--- src/rtl/mwf_pkg.sv ---
// shared constants, state type and control structs of the median window filter
package mwf_pkg;

    localparam int WINDOW_DEF      = 5;
    localparam int SAMPLE_BITS_DEF = 16;

    typedef enum logic [1:0] {
        ST_IDLE,
        ST_SCAN,
        ST_DRAIN,
        ST_FINISH
    } t_state;

    typedef struct packed {
        logic write;
        logic scan;
        logic load_out;
    } t_cmd;

    typedef struct packed {
        logic last_issue;
    } t_stat;

endpackage

--- src/rtl/mwf_datapath.sv ---
// window store, rank counting comparator and result registers
module mwf_datapath #(
    parameter int WINDOW      = mwf_pkg::WINDOW_DEF,
    parameter int SAMPLE_BITS = mwf_pkg::SAMPLE_BITS_DEF
) (
    input  logic                          i_clk,
    input  logic                          i_rst_n,
    input  mwf_pkg::t_cmd                 i_cmd,
    output mwf_pkg::t_stat                o_stat,
    input  logic signed [SAMPLE_BITS-1:0] i_sample,
    output logic signed [SAMPLE_BITS-1:0] o_median
);
    import mwf_pkg::*;

    localparam int IDX_W = (WINDOW > 1) ? $clog2(WINDOW) : 1;
    localparam int CNT_W = $clog2(WINDOW + 1);
    localparam logic [IDX_W-1:0] LAST_POS = IDX_W'(WINDOW - 1);
    localparam logic [CNT_W-1:0] FULL_CNT = CNT_W'(WINDOW);

    logic signed [SAMPLE_BITS-1:0] mem [WINDOW];
    logic signed [SAMPLE_BITS-1:0] r_a, r_b, r_result, n_result, r_median;

    logic [IDX_W-1:0] r_wr_pos, n_wr_pos;
    logic [CNT_W-1:0] r_count, n_count;
    logic [IDX_W-1:0] r_i, n_i, r_j, n_j;
    logic [IDX_W-1:0] r_i_d, r_j_d;
    logic             r_pv;
    logic [CNT_W-1:0] r_rank, n_rank;

    logic [IDX_W-1:0] last;
    logic             less;
    logic [CNT_W-1:0] rank_next;

    assign last = IDX_W'(r_count - CNT_W'(1));
    assign o_stat.last_issue = (r_i == last) && (r_j == last);

    // window memory, one write and two registered reads
    always_ff @(posedge i_clk) begin
        if (i_cmd.write) begin
            mem[r_wr_pos] <= i_sample;
        end
        r_a <= mem[r_i];
        r_b <= mem[r_j];
    end

    assign less      = (r_b < r_a) || ((r_b == r_a) && (r_j_d < r_i_d));
    assign rank_next = r_rank + CNT_W'(less);

    always_comb begin
        n_wr_pos = r_wr_pos;
        n_count  = r_count;
        n_i      = r_i;
        n_j      = r_j;
        n_rank   = r_rank;
        n_result = r_result;
        if (i_cmd.write) begin
            n_wr_pos = (r_wr_pos == LAST_POS) ? '0 : r_wr_pos + IDX_W'(1);
            if (r_count != FULL_CNT) begin
                n_count = r_count + CNT_W'(1);
            end
            n_i    = '0;
            n_j    = '0;
            n_rank = '0;
        end else if (i_cmd.scan && !o_stat.last_issue) begin
            if (r_j == last) begin
                n_j = '0;
                n_i = r_i + IDX_W'(1);
            end else begin
                n_j = r_j + IDX_W'(1);
            end
        end
        // rank of candidate i: entries below it, ties broken by index
        if (r_pv) begin
            if (r_j_d == last) begin
                n_rank = '0;
                if (rank_next == (r_count >> 1)) begin
                    n_result = r_a;
                end
            end else begin
                n_rank = rank_next;
            end
        end
    end

    always_ff @(posedge i_clk) begin
        if (!i_rst_n) begin
            r_wr_pos <= '0;
            r_count  <= '0;
            r_i      <= '0;
            r_j      <= '0;
            r_pv     <= 1'b0;
            r_rank   <= '0;
        end else begin
            r_wr_pos <= n_wr_pos;
            r_count  <= n_count;
            r_i      <= n_i;
            r_j      <= n_j;
            r_pv     <= i_cmd.scan;
            r_rank   <= n_rank;
        end
    end

    always_ff @(posedge i_clk) begin
        r_i_d    <= r_i;
        r_j_d    <= r_j;
        r_result <= n_result;
        if (i_cmd.load_out) begin
            r_median <= r_result;
        end
    end

    assign o_median = r_median;

endmodule

--- src/rtl/mwf_ctrl.sv ---
// controller state machine and output valid register
module mwf_ctrl (
    input  logic           i_clk,
    input  logic           i_rst_n,
    input  logic           i_valid,
    output logic           o_stall,
    output logic           o_valid,
    input  logic           i_stall,
    input  mwf_pkg::t_stat i_stat,
    output mwf_pkg::t_cmd  o_cmd
);
    import mwf_pkg::*;

    t_state r_state, n_state;
    logic   r_out_valid, n_out_valid;
    logic   out_free;

    assign out_free = !r_out_valid || !i_stall;

    always_comb begin
        n_state = r_state;
        case (r_state)
            ST_IDLE: begin
                if (i_valid) begin
                    n_state = ST_SCAN;
                end
            end
            ST_SCAN: begin
                if (i_stat.last_issue) begin
                    n_state = ST_DRAIN;
                end
            end
            ST_DRAIN: begin
                n_state = ST_FINISH;
            end
            ST_FINISH: begin
                if (out_free) begin
                    n_state = ST_IDLE;
                end
            end
            default: begin
                n_state = ST_IDLE;
            end
        endcase
    end

    always_comb begin
        o_cmd   = '0;
        o_stall = 1'b1;
        case (r_state)
            ST_IDLE: begin
                o_stall     = 1'b0;
                o_cmd.write = i_valid;
            end
            ST_SCAN: begin
                o_cmd.scan = 1'b1;
            end
            ST_FINISH: begin
                o_cmd.load_out = out_free;
            end
            default: begin
                o_cmd = '0;
            end
        endcase
    end

    always_comb begin
        n_out_valid = r_out_valid;
        if (o_cmd.load_out) begin
            n_out_valid = 1'b1;
        end else if (!i_stall) begin
            n_out_valid = 1'b0;
        end
    end

    always_ff @(posedge i_clk) begin
        if (!i_rst_n) begin
            r_state     <= ST_IDLE;
            r_out_valid <= 1'b0;
        end else begin
            r_state     <= n_state;
            r_out_valid <= n_out_valid;
        end
    end

    assign o_valid = r_out_valid;

endmodule

--- src/rtl/median_window_filter.sv ---
// Sliding-window median filter. Each input transfer writes one signed sample over the oldest
// entry of a WINDOW-deep ring; the result transfer carries the median of the entries written
// so far (the upper median while fewer than WINDOW samples have arrived and the count is even).
// A single comparator ranks each valid entry against every other, one pair per cycle from a
// two-read-port window memory. The finished median sits in an output register, so the next
// sample is taken while it waits; the input stalls for the rest of the ranking.
module median_window_filter #(
    parameter int WINDOW      = mwf_pkg::WINDOW_DEF,
    parameter int SAMPLE_BITS = mwf_pkg::SAMPLE_BITS_DEF
) (
    input  logic                          i_clk,
    input  logic                          i_rst_n,
    input  logic                          i_valid,
    output logic                          o_stall,
    input  logic signed [SAMPLE_BITS-1:0] i_sample,
    output logic                          o_valid,
    input  logic                          i_stall,
    output logic signed [SAMPLE_BITS-1:0] o_median
);
    import mwf_pkg::*;

    t_cmd  cmd;
    t_stat stat;

    mwf_ctrl u_ctrl (
        .i_clk   (i_clk),
        .i_rst_n (i_rst_n),
        .i_valid (i_valid),
        .o_stall (o_stall),
        .o_valid (o_valid),
        .i_stall (i_stall),
        .i_stat  (stat),
        .o_cmd   (cmd)
    );

    mwf_datapath #(
        .WINDOW      (WINDOW),
        .SAMPLE_BITS (SAMPLE_BITS)
    ) u_dp (
        .i_clk    (i_clk),
        .i_rst_n  (i_rst_n),
        .i_cmd    (cmd),
        .o_stat   (stat),
        .i_sample (i_sample),
        .o_median (o_median)
    );

`ifndef SYNTH
    // a transfer in starts the ranking, so the input stalls next cycle
    a_busy_after_accept: assert property (@(posedge i_clk) disable iff (!i_rst_n)
        (i_valid && !o_stall) |=> o_stall)
        else $error("input not stalled after sample transfer");

    a_load_shows_valid: assert property (@(posedge i_clk) disable iff (!i_rst_n)
        cmd.load_out |=> o_valid)
        else $error("result loaded but not presented");

    a_scan_stops: assert property (@(posedge i_clk) disable iff (!i_rst_n)
        (cmd.scan && stat.last_issue) |=> !cmd.scan)
        else $error("ranking continues past last pair");

    a_write_only_idle: assert property (@(posedge i_clk) disable iff (!i_rst_n)
        cmd.write |-> (!o_stall && !cmd.scan && !cmd.load_out))
        else $error("window write outside idle");
`endif

endmodule
--- config.mk ---
export PLATFORM = sky130hd
export DESIGN_NAME = median_window_filter
export DESIGN_NICKNAME = d
export VERILOG_FILES = /design/src/rtl/mwf_pkg.sv /design/src/rtl/mwf_datapath.sv /design/src/rtl/mwf_ctrl.sv /design/src/rtl/median_window_filter.sv
export SDC_FILE = /design/constraint.sdc
export NUM_CORES = 1
export LEC_CHECK = 0
export ABC_CLOCK_PERIOD_IN_PS = 3700
export BUFFER_PORTS_ARGS = -buffer_cell sky130_fd_sc_hd__buf_2
export CORE_MARGIN = 5
export CORE_UTILIZATION = 34
export CTS_BUF_LIST = sky130_fd_sc_hd__clkbuf_4
export DETAILED_ROUTE_END_ITERATION = 7
export PLACE_DENSITY = 0.6
export SYNTH_ARGS = -nofsm -noshare
export SYNTH_HDL_FRONTEND = slang
export SYNTH_HIERARCHICAL = 1
export SYNTH_SLANG_ARGS = --single-unit
--- constraint.sdc ---
create_clock -name i_clk -period 3.7 [get_ports i_clk]
set_input_delay 0.37 -clock i_clk [delete_from_list [all_inputs] [get_ports i_clk]]
set_output_delay 0.37 -clock i_clk [all_outputs]
set_load 0.01 [all_outputs]
# Yosys cells after proc, flatten, opt, wreduce, memory -nomap -nowiden
# Memories as Yosys holds them, arrays and structs flattened. A register that Yosys moved wholly into a read port is not among the register bits.
# Index checks and enable logic that the tools add are counted.
[word_totals]
wordCells = 68
mem_bits_rw = 80
reg_bits = 57
out_inout_bits = 18
n_memories = 1
[op_classes]
n_mux = 17
n_addsub = 6
n_bitwise = 1
order_cmp = 2
eq_ne = 14
reduce_logical = 15
[mem_list]
columns = ["memory", "depth", "word_bits", "read_ports", "rd_clocked_by_memory_dff", "write_ports", "line", "source"]
rows = [
  ["u_dp.mem", 5, 16, 2, 2, 1, "mwf_datapath.sv:20", "logic signed [SAMPLE_BITS-1:0] mem [WINDOW];"],
]
[op_table]
columns = ["op", "count"]
rows = [
  ["equality test 16 bit", 1],
  ["less-than comparator 16 bit", 1],
  ["two-way mux 3 bit", 5],
  ["adder 3 x 1 -> 3 bit, second input constant", 4],
  ["equality test 3 bit", 3],
  ["two-way mux 1 bit", 8],
  ["one-hot mux 2 bit (4 select lines)", 1],
  ["two-way mux 2 bit", 3],
  ["!= test 2 x 1 -> 1 bit, second input constant", 3],
  ["AND reduction 3 bit", 2],
  ["equality test 2 bit, second input constant", 2],
  ["AND reduction 2 bit", 2],
  ["adder 3 x 1 -> 3 bit", 1],
  ["equality test 3 x 2 -> 1 bit", 1],
  ["equality test 3 bit, second input constant", 1],
  ["logical AND 1 bit", 3],
  ["zero test 1 bit", 3],
  ["less-than comparator 3 bit", 1],
  ["!= test 3 bit, second input constant", 1],
  ["subtractor 3 x 1 -> 3 bit, second input constant", 1],
  ["equality test 2 x 1 -> 1 bit, second input constant", 1],
  ["zero test 2 bit", 1],
  ["logical OR 1 bit", 2],
  ["!= test 2 bit, second input constant", 1],
  ["other kinds (3)", 3],
]

# Depth between registers and ports, before layout
# Gate-level depths: netlist (run 1).
[logic_depth]
depth_word = 6
mapped_depth = 12

# By module
# The synthesis (run 1) kept the hierarchy.
[by_module_without_submodules]
columns = ["module", "area_per_inst_um2", "n_inst", "cells_each"]
rows = [
  ["mwf_datapath", 6782.8, 1, 470],
  ["mwf_ctrl", 224.0, 1, 25],
]

# Worst setup path after synthesis (run 1)
# No wires, ideal clock.
[synth_path]
path_type = "register -> register"
start = "register u_dp.r_a[13], read port of u_dp.mem"
end = "register u_dp.r_result[0], enable pin"
arrival_time_ns = 2.976
period_less_slack_ns = 3.364
path_buffers = 0
path_stages_with_launch = 13
setup_slack_ns = 0.336
cell_sequence = "dfxtp_1 > inv_1 > ha_1 > a21o_1 > a2111oi_0 > o31ai_1 > or3_1 > nand3_1 > ha_1 > ha_1 > xnor2_1 > nand4_1 > nor2_1"
[synth_via]
elab_chain_len = 6
[synth_lines]
columns = ["element", "line", "source"]
rows = [
  ["start: declaration", "mwf_datapath.sv:21", "logic signed [SAMPLE_BITS-1:0] r_a, r_b, r_result, n_result, r_median;"],
  ["branches (longest 2 deep; another with less-than comparator 16 bit)", "n/a", ""],
  ["logical OR 1 bit *", "mwf_datapath.sv:46", "assign less = (r_b < r_a) || ((r_b == r_a) && (r_j_d < r_i_d));"],
  ["adder 3 x 1 -> 3 bit *", "mwf_datapath.sv:47", "assign rank_next = r_rank + CNT_W'(less);"],
  ["equality test 3 x 2 -> 1 bit *", "mwf_datapath.sv:76", "if (rank_next == (r_count >> 1)) begin"],
  ["AND reduction 3 bit (no line) *", "n/a", ""],
  ["end signal: assignment", "mwf_datapath.sv:106", "r_result <= n_result;"],
  ["end: declaration", "mwf_datapath.sv:21", ""],
]
# Every way passes the cells marked *.
# A chain may end at the register's enable or synchronous reset.

# Worst setup path in the final report (run 1)
[layout_path]
start = "register u_dp.r_a[14], read port of u_dp.mem"
end = "register u_dp.r_result[10], enable pin"
# Same word-level chain as after synthesis.

==> results of run 1 <==
-- state kept, by name, summed over array words and instances, names as in the netlist, 2 cells and up --
register	count
u_dp/mem	80
u_dp/o_median	16
u_dp/r_a	16
u_dp/r_b	16
u_dp/r_result	16
u_dp/r_count	3
u_dp/r_i	3
u_dp/r_i_d	3
u_dp/r_j	3
u_dp/r_j_d	3
u_dp/r_rank	3
u_dp/r_wr_pos	3
u_ctrl/r_state	2
-- per-stage QoR --
step	instance area, um^2	util [%]	worst slack [ns]	hold WS (ns)	total power [uW]
6_report	8030	39.7	0.499	0.0707	4680
5_1_grt	8030	39.7	0.222	0.00396	4980
4_1_cts	8020	39.6	0.486	0.00119	4760
3_5_place_dp	7550	37.3	0.520	0.405	3600
3_3_place_gp	7550	37.3	0.638	0.406	3530
2_1_floorplan	7010	-	0.336	0.348	3270
-- report_power, final --
group	total (uW)	internal, uW	switching (uW)
sequential	2430	2290	138
combinational	1120	508	609
clock	1140	483	656
total	4680	3280	1400
-- critical path, delay by kind of cell, from the launching register on --
| kind | cells | cell delay [ns] |
|---|---|---|
| and+or+nand+nor | 5 | 0.86 |
| xor gates and xnor gates | 1 | 0.18 |
| DFF | 1 | 0.36 |
| AOI/OAI and AO/OA | 2 | 0.52 |
| adders and majority gates | 3 | 0.71 |
| buffers and inverters | 2 | 0.28 |
-- kinds of logic after synthesis --
family,after synthesis
AOI/OAI and AO/OA,39
xor gates and xnor gates,16
adders and majority gates,32
buffers and inverters,49
DFF,169
muxes,36
and+or+nand+nor,154
-- timing repair --
action,4_1_cts,5_1_grt
hold buffers,15,0
setup buffers,0,0
setup endpoints to repair,0,0
endpoints found under the hold margin,69,0
-- worst paths after layout --
| check | start | endpoint | slack, ns | cells past startpoint |
|---|---|---|---|---|
| min reg2reg | u_dp/r_result[10] | u_dp/o_median[10] | 0.43 | 0 |
| min | i_sample[4] | u_dp/mem[4][4] | 0.07 | 1 |
| max | u_dp/r_a[14] | u_dp/r_result[10] | 0.50 | 13 |
| max reg2reg | u_dp/r_a[14] | u_dp/r_result[10] | 0.50 | 13 |
-- cell type report --
class | count | area (um^2) | share of cell area, %
Antenna cell | 2 | 5.00 | 0.0624
Clock buffer | 17 | 128 | 1.59
Clock inverter | 15 | 190 | 2.37
Inverter | 32 | 120 | 1.50
Multi-Input combinational cell | 277 | 2300 | 28.7
Sequential cell | 169 | 4500 | 56.1
Tap cell | 270 | 338 | 4.21
Timing Repair Buffer | 66 | 440 | 5.49
-- metal layers --
layer	share of wire (%)	track usage, %	wire [um]
met1	44	14.6	5970
met2	50	20.0	6690
met3	4.1	3.18	551
met4	1.8	4.96	246
met5	0	0	0
-- cell usage after synthesis, types with 2 or more instances --
master	instances	area share, %
sky130_fd_sc_hd__nand4_1	4	0.36
sky130_fd_sc_hd__a32oi_1	3	0.38
sky130_fd_sc_hd__a31oi_1	2	0.18
sky130_fd_sc_hd__mux2i_1	4	0.57
sky130_fd_sc_hd__a21boi_0	3	0.32
sky130_fd_sc_hd__nor2b_1	6	0.54
sky130_fd_sc_hd__buf_4	4	0.43
sky130_fd_sc_hd__nand3_1	6	0.43
sky130_fd_sc_hd__dfxtp_1	57	16
sky130_fd_sc_hd__xor2_1	4	0.50
sky130_fd_sc_hd__nand4b_1	2	0.25
sky130_fd_sc_hd__o21a_1	2	0.21
sky130_fd_sc_hd__o21ai_0	5	0.36
sky130_fd_sc_hd__a21oi_1	9	0.64
sky130_fd_sc_hd__and2_1	2	0.18
sky130_fd_sc_hd__clkbuf_1	7	0.38
sky130_fd_sc_hd__ha_1	32	5.7
sky130_fd_sc_hd__o311ai_1	2	0.25
sky130_fd_sc_hd__xnor2_1	10	1.2
sky130_fd_sc_hd__edfxtp_1	112	48
sky130_fd_sc_hd__nor2_1	13	0.70
sky130_fd_sc_hd__nor3_1	5	0.36
sky130_fd_sc_hd__buf_6	2	0.32
sky130_fd_sc_hd__nand2_1	105	5.6
sky130_fd_sc_hd__a21o_1	3	0.32
sky130_fd_sc_hd__mux4_2	32	10
sky130_fd_sc_hd__inv_1	31	1.7
sky130_fd_sc_hd__buf_2	3	0.21
==> impl_summary.md, run 1 <==
Run status
The flow ran to the end, and the final reports show no timing, DRC or antenna violations.

Synthesis
The number of nets handed over by synthesis was 547. The post-synthesis sequential area ratio is ~64%. The synthesized netlist devotes 5.71% of its cell area to adder and majority cells. The gate count after technology mapping is 495. In the synthesized netlist the async set-or-reset flop fraction comes to 0%. The share of the synthesized netlist area taken by xor and xnor gates is approximately 2.3%. The number of unique standard cell types used by synthesis is 53.

The number of flops mapped to enable cells by yosys is 112. The simple-gate area share of the yosys netlist is 9.68%. The main combinational cell family by area after synthesis is multiplexers. During synthesis, Yosys emitted a total of 6 warnings.

In this run the cell area of the synthesized design comes to 7010 um^2. In this run, synthesis produced a sequential element count of 169. The synthesized area divided by synthesized cell count is 14.2 um^2. The most used flip-flop cell after synthesis is sky130_fd_sc_hd__edfxtp_1. Of the post-synthesis cell area, the part taken by muxes is between 10% and 20%. The post-synthesis compound-gate area fraction is slightly above 4%.

STA
The sum of negative setup slack is 0 ns. At the pin with the least slew margin, the transition time is 0.778 ns. The final worst-path cycle share is 86.5%. Across the routed clock network, the largest skew measured is 0.0202 ns. Timing would allow up to 0.312 GHz. Setup repair after global routing left no endpoint under its margin. Measured against its own limit, the worst slew margin works out to 47.9%. The number of slew-limit violations in the final report is 0.

After layout, the minimum clock period comes to 3.20 ns. The final count of negative-setup-slack endpoints is 0. The total count of hold-check failures in the final report is 0.

Power
Dividing total power by cell area gives a power density of 584 nW/um^2. The worst-case IR drop observed on VDD is 226 uV. The leakage power of the design is 0.00300 uW.

Routing
Summing over every cut layer, the via total after detailed routing is 4000. The post-detailed-route DRC marker count is 0. Dividing the detail-routed wire length by the instance count gives 15.9 um. After detailed routing, the number of vias per cell comes to about 4.7. The length of the first detailed-routing pass in iterations is 4. After the first detailed-routing iteration, the DRC count stood at around 180. The number of nets with antenna violations after routing is 0. Wires add up to 13500 um.

Global route
The global route total overflow is 0. The first global-routing pass estimated 21700 um of wire. The via count of the first global-routing pass is between 4000 and 5000. The pin count of the biggest net entering global routing is 21.

The total global-route track usage is a little under an eighth. The number of antenna violations at the first check in global routing is 2.

CTS
TritonCTS built the clock tree. The number of clock buffers added by TritonCTS is 17. The number of instances resized during post-cts repair is 0. The tree is rooted in a sky130_fd_sc_hd__clkbuf_4. After clock tree synthesis, the clock-pin slew on the worst setup and hold paths is 0.13 ns. The tree built by TritonCTS fans out to around 170 sinks. The largest buffer count on any clock path is 2.

At the later pin of the worst-skew pair, clock insertion delay measures 0.55 ns. The H-tree was split into 4 levels.

Critical path
The peak fanout along the critical path is 16. The path type of the worst setup path is reg -> reg. Traced cell by cell, the critical path runs through inv_1 > ha_1 > and4_1 > a2111oi_0 > o31ai_1 > or3_1 > nand3_1 > ha_1 > ha_1 > xnor2_1 > nand4_1 > nor2_1 > buf_4. The required time of the critical path is 3.95 ns. The worst setup path is launched from a flop. The data arrival time of the critical path is 3.45 ns.

Among the stages of the critical path, the cell type that occurs most often is sky130_fd_sc_hd__ha_1. Among all stages on the critical path, the largest delay is contributed by sky130_fd_sc_hd__a2111oi_0. The peak per-stage delay on the critical path is 0.39 ns.

STA classifies the critical path endpoint as a flop.

Die
38 I/O pins were placed. The horizontal die dimension is 154 um. The die footprint is 23600 um^2. The total area inside the core boundary comes to 20200 um^2. The effective utilization at floorplan is around a third. Row generation in the floorplan step produced 52 rows.

In this run the vertical extent of the chip is 154 um.

Min path
The min-delay analysis places its worst path in the category in -> reg.

Placement
The number of cells in the design after placement is roughly 800. The global placer's final weighted congestion is 0.773. The total of buffers placed on input and output ports is 37. The half-perimeter wire length after detailed placement is 9140 um.

Layout
The net count of the finished layout is 615. The library cells used most frequently in the layout, excluding fill and tap cells, are sky130_fd_sc_hd__edfxtp_1, sky130_fd_sc_hd__nand2_1, sky130_fd_sc_hd__dfxtp_1, sky130_fd_sc_hd__buf_2. Counting the fill cells in the layout gives 1862. After the flow finishes, the layout carries non-filler instances totaling roughly 850. The synthesis-to-finish area growth is 14.5%. The post-route netlist has 21.7% of its cells at a drive strength greater than 1. The leading cell type in the layout, fill and taps excluded is sky130_fd_sc_hd__edfxtp_1.

Flow run
Across the run, the number of max-cap violations was 0.
No activity file was read; power rests on OpenSTA's default activity.
==> run 2, diff against run 1 <==
ABC_CLOCK_PERIOD_IN_PS = 3430   (was 3700)
BUFFER_PORTS_ARGS = -buffer_cell sky130_fd_sc_hd__buf_4   (was -buffer_cell sky130_fd_sc_hd__buf_2)
clock period = 3.43 ns   (was 3.7 ns; I/O delays follow)
==> impl_summary.md, run 2 (synthesis results as in run 1) <==
Global route
The via count of the first global-routing pass is 4130. Entering global routing, the biggest net connects 21 pins. Global routing finished with a remaining overflow of 0. The wire length of the first global-routing pass is 21900 um. The total global-route track usage is 12.0%. The number of antenna violations at the first check in global routing is 1.

Critical path
The worst register-to-register path has a setup slack of 0.31 ns. The worst setup path is launched from a flop. Of all nets on the critical path, the largest fanout is 13. The required time of the critical path is 3.68 ns. The startpoint identified for the worst register-to-register timing path is u_dp/r_a[13]. The path type of the worst setup path is reg -> reg. The number of cells on the worst reg-to-reg path is 13. The type of destination of the critical path is a flop. The worst setup path startpoint is u_dp/r_a[13].

The data arrival time of the critical path is 3.37 ns. In this run the critical register-to-register path is captured at u_dp/r_result[9]. The critical path ends at u_dp/r_result[9].

Die
The region available for standard cell placement spans approximately 20000 um^2. The height of the die is 154 um. The floorplan step defined a die boundary enclosing 23600 um^2.

The floorplan step set the die width to roughly 150 um. The effective utilization at floorplan is between 30% and 40%. In this run the core area contains 52 standard-cell rows. The top-level port count is 38.

Power
Across the VDD grid, the largest voltage drop is 220 uV. The leakage power of the design is 0.00303 uW. In this run the power density over the cells is 621 nW/um^2.

Placement
The half-perimeter wire length after detailed placement is 9120 um. The congestion estimate from routability-driven global placement came to 0.750. The number of cells in the design after placement is 801. At the placement stage, the worst setup path has a slack of around 0.28 ns.

In this run the tool buffered the top-level ports with 37 buffer cells. The placement-stage cell area is 7660 um^2.

Min path
The min-delay analysis places its worst path in the category in -> reg. The worst hold path depth is 2.

Layout
The library cell used most frequently in the layout, excluding fill and tap cells, is sky130_fd_sc_hd__edfxtp_1. The final design instance area without fill is 8140 um^2. The number of cells in the finished layout apart from fillers is 850.

The share of layout cells above drive strength 1 is 21.9%. The flip-flop count of the largest register, all copies and words added is 80. The largest register by flop count is u_dp/mem.

The final layout contains approximately 620 nets. The sequential cells in the finished layout cover a total of 4500 um^2. Relative to the synthesized area, the layout overhead comes to 16.2%. The multi-input combinational cell area is 2310 um^2.

In the layout the commonest cells are sky130_fd_sc_hd__edfxtp_1, sky130_fd_sc_hd__nand2_1, sky130_fd_sc_hd__dfxtp_1, sky130_fd_sc_hd__buf_4. After filler insertion, the fill cell instance count of the layout stands at 1838.

CTS
After clock tree synthesis, the clock-pin slew on the worst setup and hold paths is 0.13 ns. TritonCTS built the clock tree. The clock passes through at most 2 buffers. The setup fix buffers added after clock tree synthesis is 0. The CTS H-tree depth is 4.

The clock reaches the later pin of the worst-skew pair after 0.55 ns. In this run, CTS created clock tree buffers numbering 17. The cell sitting at the root of the clock tree is a sky130_fd_sc_hd__clkbuf_4. The number of clock sinks is ~170.

Routing
Using the TritonRoute via totals, the vias-per-cell ratio works out to 4.68. After detailed routing, the met3 layer carries 438 um of wire. After detailed routing, the wire length on met1 is a little under 6000 um. After detailed routing, no signal wire sits above met4. The met2 layer wire length in the routed design is 7000 um.

The number of design-rule violations left by the first detailed-router iteration is 167. For this run, the detailed router's first-pass iteration total came to 4. The post-detailed-route DRC marker count is 0. The total detailed-routing wirelength is 13600 um. The total vias in the final route is 3977. The average wire per standard cell is 16.0 um. The number of nets with antenna violations after routing is 0.

STA
The sum of negative setup slack is 0 ns. After layout, the worst path uses 90.9% of the clock period. At the pin with the least slew margin, the transition time is 0.492 ns. Setup repair after global routing left no endpoint under its margin.

The slack of the critical path is 0.312 ns. The number of slew-limit violations in the final report came to 0. Setup violations remaining at the end of the flow were counted as 0.

The worst path needs a little over 3 ns of the cycle, external delays included. Derived from the worst setup path, the maximum achievable clock frequency is between 0.3 and 0.4 GHz. The total count of hold-check failures in the final report is 0. On the final layout, the worst clock skew is 0.0190 ns.

The tightest slew margin relative to the limit is 67.2%.

Run status
The run finished with clean final reports.

Flow run
The total of max-cap violations is 0.
run 2: cell count changes in the layout (fill, tap and decap cells not counted), moves of 2 or more:
| cell | delta |
|---|---|
| sky130_fd_sc_hd__buf_4 | +39 |
| sky130_fd_sc_hd__buf_2 | -37 |
| sky130_fd_sc_hd__inv_6 | -3 |
| sky130_fd_sc_hd__clkinvlp_4 | +2 |
run 2: cell type report:
class | instances | area share [%]
diodes | 1 | 0.0307
clock buffers | 18 | 1.66
clock inverters | 14 | 2.15
inverters | 32 | 1.48
multi-input cells | 277 | 28.3
flip-flops and latches | 169 | 55.3
well taps | 270 | 4.15
repair buffers | 69 | 6.86
run 2: worst min path at each step:
stage | from | end
floorplan | u_dp/r_j[2] | u_dp/r_j_d[2]
CTS | i_rst_n | u_dp/r_wr_pos[0]
global route | i_rst_n | u_dp/r_wr_pos[0]
finish | i_rst_n | u_dp/r_wr_pos[0]
global placement | u_dp/r_result[2] | u_dp/o_median[2]
detailed placement | u_dp/r_result[9] | u_dp/o_median[9]
run 2: timing repair:
action / CTS / global route
resized for setup: 0 / 1
hold buffers: 16 / 0
endpoints found under the hold margin: 80 / 0
endpoints found under the setup margin: 0 / 3
run 2: worst max-delay path: stages, from the launching register on:
cell	delay (ns)
sky130_fd_sc_hd__dfxtp_1	0.35
sky130_fd_sc_hd__inv_1	0.04
sky130_fd_sc_hd__ha_1	0.32
sky130_fd_sc_hd__a21o_1	0.18
sky130_fd_sc_hd__a2111oi_0	0.37
sky130_fd_sc_hd__o31ai_1	0.12
sky130_fd_sc_hd__or3_1	0.31
sky130_fd_sc_hd__nand3_1	0.09
sky130_fd_sc_hd__ha_1	0.15
sky130_fd_sc_hd__ha_1	0.25
sky130_fd_sc_hd__xnor2_1	0.15
sky130_fd_sc_hd__nand4_1	0.10
sky130_fd_sc_hd__nor2_1	0.14
sky130_fd_sc_hd__buf_4	0.23
run 2: through the flow:
step                hold slack [ns]  util, %  total power, uW
finish                       0.0974     40.2             5050
global route                 0.0413     40.2             5370
CTS                          0.0360     40.2             5120
detailed placement            0.406     37.9             3900
global placement              0.405     37.9             3840
floorplan                     0.348        -             3520
run 2: power by group:
part	total, uW	internal (uW)	switching, uW
clock	1200	516	685
sequential	2620	2470	149
combinational	1230	571	659
run 2: layer usage:
layer	up-vias	global-route usage, %
met5	-	0
met4	0	4.96
met3	13	2.61
met2	66	20.5
met1	1967	14.7
li1	1931	-
